## config.mk

```make
export PLATFORM = sky130hd
export DESIGN_NAME = int_power_overflow_check
export DESIGN_NICKNAME = d
export VERILOG_FILES = /design/src/rtl/core/ipoc_pkg.sv /design/src/rtl/core/int_power_overflow_check.sv
export SDC_FILE = /design/constraint.sdc
export NUM_CORES = 2
export LEC_CHECK = 0
export BUFFER_PORTS_ARGS = -buffer_cell sky130_fd_sc_hd__buf_2
export CAP_MARGIN = 20
export CORE_ASPECT_RATIO = 2
export CORE_MARGIN = 3
export CORE_UTILIZATION = 50
export CTS_CLUSTER_SIZE = 28
export DETAILED_ROUTE_END_ITERATION = 16
export HOLD_SLACK_MARGIN = 0.05
export PLACE_DENSITY = 0.65
export SLEW_MARGIN = 0
export SYNTH_ARGS = -nofsm -noshare
export SYNTH_HDL_FRONTEND = slang
export SYNTH_SLANG_ARGS = --single-unit
```

## constraint.sdc

```tcl
create_clock -name clk -period 9.1 [get_ports clk]
set_input_delay 0.91 -clock clk [delete_from_list [all_inputs] [get_ports clk]]
set_output_delay 0.91 -clock clk [all_outputs]
set_load 0.05 [all_outputs]
```

## src/rtl/core/ipoc_pkg.sv

```systemverilog
// Shared widths, state codes and phase codes for the integer power block.
package ipoc_pkg;

	localparam int unsigned OPND_W = 31;
	localparam int unsigned WORD_W = 64;
	localparam int unsigned HALF_W = 32;

	// Sequencer states
	localparam logic [1:0] ST_IDLE = 2'd0;
	localparam logic [1:0] ST_BIT  = 2'd1;
	localparam logic [1:0] ST_MUL  = 2'd2;
	localparam logic [1:0] ST_SQR  = 2'd3;

	// Partial product phases of one 64x64 product on the 32x32 multiplier
	localparam logic [2:0] PH_LL   = 3'd0;
	localparam logic [2:0] PH_LH   = 3'd1;
	localparam logic [2:0] PH_HL   = 3'd2;
	localparam logic [2:0] PH_HH   = 3'd3;
	localparam logic [2:0] PH_LAST = 3'd4;

	localparam logic [WORD_W-1:0] ONE_W   = WORD_W'(1);
	localparam logic [WORD_W-1:0] ZERO_W  = '0;
	localparam logic [WORD_W-1:0] MINUS_1 = '1;

endpackage

```

## src/rtl/core/int_power_overflow_check.sv

```systemverilog
// Integer power by right-to-left square-and-multiply with a signed 64-bit overflow guard.
//
//   channel   ports                       handshake
//   --------  --------------------------  -----------------------------------
//   command   base, exponent              taken when start is high, busy low
//   result    power, overflow             shown for one cycle while done high
//
// One transaction at a time; busy stays high until its result is shown.
// A zero base is answered straight from idle, a zero exponent from the first decision
// step. Otherwise each exponent bit up to the top set bit takes a decision step plus a
// 64x64 product per operation (multiply where set, square while higher bits remain),
// built in phases LL, LH, HL, HH and LAST on one shared 32x32 multiplier.
// An overflow ends the transaction early. Reset clears the sequencer and the
// result strobe; the receiver cannot stall results.
module int_power_overflow_check
	import ipoc_pkg::*;
(
	input  logic                     clk,
	input  logic                     arst_n,
	input  logic                     start,
	output logic                     busy,
	input  logic [OPND_W-1:0]        base,
	input  logic [OPND_W-1:0]        exponent,
	output logic                     done,
	output logic signed [WORD_W-1:0] power,
	output logic                     overflow
);

	logic [1:0]          state_q;
	logic [2:0]          phase_q;
	logic [OPND_W-1:0]   e_q;
	logic [WORD_W-1:0]   acc_q;
	logic [WORD_W-1:0]   b_q;
	logic [WORD_W-1:0]   pp_q;
	logic [WORD_W-1:0]   prod_q;
	logic                big_q;
	logic                done_q;
	logic [WORD_W-1:0]   power_q;
	logic                overflow_q;

	logic [WORD_W-1:0]   op_a;
	logic [HALF_W-1:0]   a_half;
	logic [HALF_W-1:0]   b_half;
	logic [WORD_W-1:0]   pp_d;
	logic [WORD_W:0]     hi_sum;
	logic [WORD_W-1:0]   prod_d;
	logic                big_d;
	logic                ovf_d;
	logic                last_ph;
	logic                take;
	logic                fin;
	logic                fin_ovf;
	logic [WORD_W-1:0]   fin_val;

	assign take    = start && (state_q == ST_IDLE);
	assign last_ph = (phase_q == PH_LAST);

	// Select operand halves and drive the shared multiplier
	always_comb begin
		op_a   = (state_q == ST_SQR) ? b_q : acc_q;
		a_half = phase_q[1] ? op_a[WORD_W-1:HALF_W] : op_a[HALF_W-1:0];
		b_half = phase_q[0] ? b_q[WORD_W-1:HALF_W] : b_q[HALF_W-1:0];
		pp_d   = WORD_W'(a_half) * WORD_W'(b_half);
	end

	// Fold the registered partial product into the running product
	always_comb begin
		hi_sum = {{(WORD_W-HALF_W+1){1'b0}}, prod_q[WORD_W-1:HALF_W]} + {1'b0, pp_q};
		prod_d = prod_q;
		big_d  = big_q;
		case (phase_q)
			PH_LH: begin
				prod_d = pp_q;
				big_d  = 1'b0;
			end
			PH_HL, PH_HH: begin
				prod_d = {hi_sum[HALF_W-1:0], prod_q[HALF_W-1:0]};
				big_d  = big_q || (hi_sum[WORD_W:HALF_W] != '0);
			end
			PH_LAST: begin
				big_d  = big_q || (pp_q != '0);
			end
			default: begin
				prod_d = prod_q;
				big_d  = big_q;
			end
		endcase
		ovf_d = big_d || prod_d[WORD_W-1];
	end

	// Decide when the transaction ends and what it returns
	always_comb begin
		fin     = 1'b0;
		fin_ovf = 1'b0;
		fin_val = acc_q;
		unique case (state_q)
			ST_IDLE: begin
				if (take && (base == '0)) begin
					fin     = 1'b1;
					fin_val = (exponent == '0) ? ONE_W : ZERO_W;
				end
			end
			ST_BIT: begin
				if (e_q == '0) begin
					fin     = 1'b1;
					fin_val = acc_q;
				end
			end
			ST_MUL: begin
				if (last_ph && ovf_d) begin
					fin     = 1'b1;
					fin_ovf = 1'b1;
					fin_val = MINUS_1;
				end else if (last_ph && (e_q == OPND_W'(1))) begin
					fin     = 1'b1;
					fin_val = prod_d;
				end
			end
			ST_SQR: begin
				if (last_ph && ovf_d) begin
					fin     = 1'b1;
					fin_ovf = 1'b1;
					fin_val = MINUS_1;
				end
			end
			default: begin
				fin = 1'b0;
			end
		endcase
	end

	// Advance the sequencer
	always_ff @(posedge clk or negedge arst_n) begin
		if (!arst_n) begin
			state_q <= ST_IDLE;
			phase_q <= PH_LL;
			done_q  <= 1'b0;
		end else begin
			done_q <= fin;
			unique case (state_q)
				ST_IDLE: begin
					phase_q <= PH_LL;
					if (take && !fin) begin
						state_q <= ST_BIT;
					end
				end
				ST_BIT: begin
					phase_q <= PH_LL;
					if (fin) begin
						state_q <= ST_IDLE;
					end else if (e_q[0]) begin
						state_q <= ST_MUL;
					end else begin
						state_q <= ST_SQR;
					end
				end
				ST_MUL: begin
					if (!last_ph) begin
						phase_q <= phase_q + 3'd1;
					end else if (fin) begin
						state_q <= ST_IDLE;
					end else begin
						phase_q <= PH_LL;
						state_q <= ST_SQR;
					end
				end
				ST_SQR: begin
					if (!last_ph) begin
						phase_q <= phase_q + 3'd1;
					end else if (fin) begin
						state_q <= ST_IDLE;
					end else begin
						phase_q <= PH_LL;
						state_q <= ST_BIT;
					end
				end
				default: begin
					state_q <= ST_IDLE;
				end
			endcase
		end
	end

	// Hold operands, partial products and the result
	always_ff @(posedge clk) begin
		pp_q   <= pp_d;
		prod_q <= prod_d;
		big_q  <= big_d;
		if (take) begin
			b_q   <= {{(WORD_W-OPND_W){1'b0}}, base};
			e_q   <= exponent;
			acc_q <= ONE_W;
		end else if ((state_q == ST_MUL) && last_ph && !ovf_d) begin
			acc_q <= prod_d;
		end else if ((state_q == ST_SQR) && last_ph && !ovf_d) begin
			b_q <= prod_d;
			e_q <= e_q >> 1;
		end
		if (fin) begin
			power_q    <= fin_val;
			overflow_q <= fin_ovf;
		end
	end

	assign busy     = (state_q != ST_IDLE);
	assign done     = done_q;
	assign power    = power_q;
	assign overflow = overflow_q;

`ifndef SYNTH
	a_done_idle: assert property (@(posedge clk) disable iff (!arst_n)
		done |-> !busy)
		else $error("result shown while a transaction is still in flight");

	a_ovf_minus1: assert property (@(posedge clk) disable iff (!arst_n)
		(done && overflow) |-> (power == MINUS_1))
		else $error("overflow result is not minus one");

	a_ok_positive: assert property (@(posedge clk) disable iff (!arst_n)
		(done && !overflow) |-> !power[WORD_W-1])
		else $error("non-overflow result outside signed 64-bit range");

	a_zero_base: assert property (@(posedge clk) disable iff (!arst_n)
		(start && !busy && (base == '0)) |=> (done && !busy && !overflow))
		else $error("zero base did not answer in one cycle");
`endif

endmodule
```

==> results.py <==
metrics = {
    "clock_tree": {
        "tritoncts": "done",
        "tritoncts.num_buffers": 31,
        "worst_setup_hold_path_clk_slew_ns": 0.07,
        "clock_tree.buffer_depth": 3,
        "clock_latency_ns": 0.63,
        "cts.sink_count": 359,
        "clk_root_buffer_cell": "sky130_fd_sc_hd__clkbuf_16",
        "cts_hold_buf": 0,
        "htree_levels": 1,
    },
    "worst_setup_path": {
        "crit_top_cell": "sky130_fd_sc_hd__fa_1",
        "timing.setup.critical_path_class": "flip-flop to flip-flop",
        "critical_path.max_fanout": 7,
        "start_kind": "flip-flop",
        "cp-end-kind": "flip-flop",
        "crit_path_required_time_ns": 9.64,
        "critical_path.max_stage_delay_ns": 0.62,
        "cp_data_arrival_time_ns": 9.45,
        "worst_path_max_delay_cell": "sky130_fd_sc_hd__fa_1",
    },
    "grt": {
        "grt_util_all_layers": 0.4269,
        "vias_in_the_first_global_route": 45842,
        "antenna_found_initial": 7,
        "grt_first_pass_wirelength_um": 311300,
        "grt-ovfl-total": 0,
        "grt_start_max_net_pins": 85,
    },
    "timing": {
        "timing.final.crit_share": 0.9783,
        "final-hold-violation-count": 0,
        "slew_viol_final": 0,
        "finalSetupViolCount": 0,
        "clock_skew_ns": 0.04206,
        "layout_setup_ws_ns": 0.1971,
        "final.min_clock_period_ns": 8.903,
        "fmax_ghz": 0.1123,
        "slew_of_the_pin_with_the_lowest_slew_margin_ns": 1.411,
        "slew_headroom": 0.05958,
    },
    "yosys": {
        "netlist_instances": 5587,
        "netlist_area_sq_um": 49230,
        "ys_async_sr_fraction": 0.01671,
        "ys_types": 83,
        "seq_area_frac_synth": 0.1724,
        "synth_top_flop_cell": "sky130_fd_sc_hd__dfxtp_1",
        "synth.yosys.warnings": 0,
        "synth_edf_count": 127,
        "synth-seq-cells": 359,
        "synth_nets": 6849,
        "synthesis.area_per_instance_sq_um": 8.811,
    },
    "floorplan": {
        "chipWidth_um": 227.9,
        "die_area_sq_um": 102500,
        "initial_utilization": 0.5049,
        "core_area_sq_um": 97500,
        "die_height_um": 449.7,
        "top_level_ports": 132,
        "core.rowCount": 162,
    },
    "drt": {
        "via_per_inst": 6.085,
        "wl_per_cell_um": 30.86,
        "drt_iter0_markers": 3888,
        "totalWireLength_um": 220800,
        "firstDrtPassIters": 8,
        "route.detailed.drc": 0,
        "antenna_violating_nets_post_route": 0,
        "detailroute.via_count": 43536,
    },
    "placed_design": {
        "routabilityCongestion": 1.107,
        "hpwlAfterDp_um": 180100,
        "dp_worst_setup_slack_ns": -0.02294,
        "io_buffers": 131,
    },
    "cells_and_area": {
        "area.growth.synth_to_final_pct": 12.49,
        "layout-drive-gt1-share": 0.1208,
        "utilization_of_the_core_after_routing": 0.5679,
        "finish.net_count": 7075,
        "layout.cells.most_common": "sky130_fd_sc_hd__inv_1",
        "layout_common_cells": "sky130_fd_sc_hd__inv_1, sky130_fd_sc_hd__fa_1, sky130_fd_sc_hd__nor2_1, sky130_fd_sc_hd__nand2_1, sky130_fd_sc_hd__buf_4",
    },
    "flow_run": {
        "max-cap-violations": 0,
    },
    "outcome": {
        "outcome": "complete, no violations",
    },
    "hold_path": {
        "hold_class": "input port to asynchronous set/reset pin",
    },
}
synthesized netlist by cell type (6+ instances only):
cell                       number  area, sq um
sky130_fd_sc_hd__o21a_1        50        375.4
sky130_fd_sc_hd__a221o_1       41        410.4
sky130_fd_sc_hd__xor2_1        39        341.6
sky130_fd_sc_hd__o211ai_1      13        97.59
sky130_fd_sc_hd__a21oi_1      139        695.7
sky130_fd_sc_hd__or3_1          7        43.79
sky130_fd_sc_hd__ha_1         300         3754
sky130_fd_sc_hd__mux2_1         7        78.83
sky130_fd_sc_hd__clkbuf_1     271         1017
sky130_fd_sc_hd__buf_1         15        56.30
sky130_fd_sc_hd__and2_1        19        118.9
sky130_fd_sc_hd__nand2b_1      18        112.6
sky130_fd_sc_hd__a31oi_1       14        87.58
sky130_fd_sc_hd__and3_1        19        118.9
sky130_fd_sc_hd__a22oi_1       51        382.9
sky130_fd_sc_hd__a221oi_1      16        140.1
sky130_fd_sc_hd__a21o_1        46        345.3
sky130_fd_sc_hd__nand3_1       91        455.4
sky130_fd_sc_hd__or2_2          9        56.30
sky130_fd_sc_hd__mux2_2        24        270.3
sky130_fd_sc_hd__o21ai_1       21        105.1
sky130_fd_sc_hd__edfxtp_1     127         3814
sky130_fd_sc_hd__fa_1         897        17960
sky130_fd_sc_hd__nor4_1        45        281.5
sky130_fd_sc_hd__o21bai_1      16        120.1
sky130_fd_sc_hd__a211oi_1      85        638.1
sky130_fd_sc_hd__dfrtp_1        6        150.1
sky130_fd_sc_hd__inv_1        949         3562
sky130_fd_sc_hd__nor3_1        20        100.1
sky130_fd_sc_hd__buf_2         15        75.07
sky130_fd_sc_hd__o21ai_0      120        600.6
sky130_fd_sc_hd__nor2_1       808         3033
sky130_fd_sc_hd__mux2i_1       49        490.5
sky130_fd_sc_hd__dfxtp_1      226         4524
sky130_fd_sc_hd__nand4_1       49        306.5
sky130_fd_sc_hd__nor2b_1       14        87.58
sky130_fd_sc_hd__a211oi_2      10        125.1
sky130_fd_sc_hd__nand2_1      792         2973
sky130_fd_sc_hd__xnor2_1       57        499.2
cell type report:
class,instances,area [sq um]
Fill cell,9048,42120
Timing Repair Buffer,498,4064
Clock buffer,35,812.0
Clock inverter,23,310.3
Multi-Input combinational cell,3974,36470
Sequential cell,359,8496
Tap cell,1312,1642
Inverter,949,3566
Antenna cell,5,12.51
logic make-up after synthesis:
family / count (synthesis) / synth area share
flops: 359 / 0.1724
fa+ha+maj: 1197 / 0.4410
simple gates: 1907 / 0.1590
compound gates: 694 / 0.09702
buf+inv: 1254 / 0.09633
mux: 80 / 0.01706
xor+xnor: 96 / 0.01708
per-stage QoR:
step	std cells	TNS (ns)	hold slack (ns)	cell area, sq um
6_report	7155	0	0.1105	55370
5_1_grt	7151	-0.08925	0.1083	55360
4_1_cts	7122	0	0.08571	54730
3_5_place_dp	7064	-0.02294	0.4939	53600
3_3_place_gp	7063	0	0.4833	53590
2_1_floorplan	5587	0	0.4398	49230
flip-flops by register name (all words and copies together) (netlist names):
register / cells
acc_q: 64
b_q: 64
big_q: 1
done: 1
e_q: 31
overflow: 1
phase_q: 3
power: 64
pp_q: 64
prod_q: 64
state_q: 2
worst max-delay path, delay by kind of cell, from the launching register on:
| kind | cells | cell delay (ns) |
|---|---|---|
| DFF | 1 | 0.39 |
| buffers and inverters | 8 | 0.88 |
| adders and majority gates | 9 | 4.55 |
| xor gates and xnor gates | 1 | 0.14 |
| and+or+nand+nor | 7 | 0.94 |
| AOI/OAI and AO/OA | 8 | 1.93 |
metal layers:
| metal | vias to the layer above | part of all wire | track usage |
|---|---|---|---|
| met2 | 2604 | 0.48 | 0.7191 |
| met1 | 21750 | 0.29 | 0.4002 |
| li1 | 18020 | - | - |
| met3 | 1156 | 0.076 | 0.08825 |
| met4 | 6 | 0.16 | 0.4981 |
| met5 | - | 0.00017 | 0.0009470 |
final timing paths:
kind / to / startpoint / slack [ns] / depth (start not counted)
setup / recovery: pp_q[48] / state_q[0] / 0.20 / 33
hold / removal: phase_q[1] / arst_n / 0.11 / 1
setup reg to reg: pp_q[48] / state_q[0] / 0.20 / 33
hold reg to reg: acc_q[30] / acc_q[30] / 0.52 / 2
max in group asynchronous: done / arst_n / 8.80 / 1
min in group clk: acc_q[30] / acc_q[30] / 0.52 / 2
repair_timing:
| item | 4_1_cts | 5_1_grt |
|---|---|---|
| cloned | 0 | 7 |
| endpoints found under the setup margin | 4 | 21 |
| pin swaps | 0 | 16 |
| setup buffers | 0 | 21 |
| gates resized for setup | 2 | 75 |
Power is left out: the tool's default activity adds up to more than one toggle a clock period on the data nets, which glitch-free logic cannot reach.
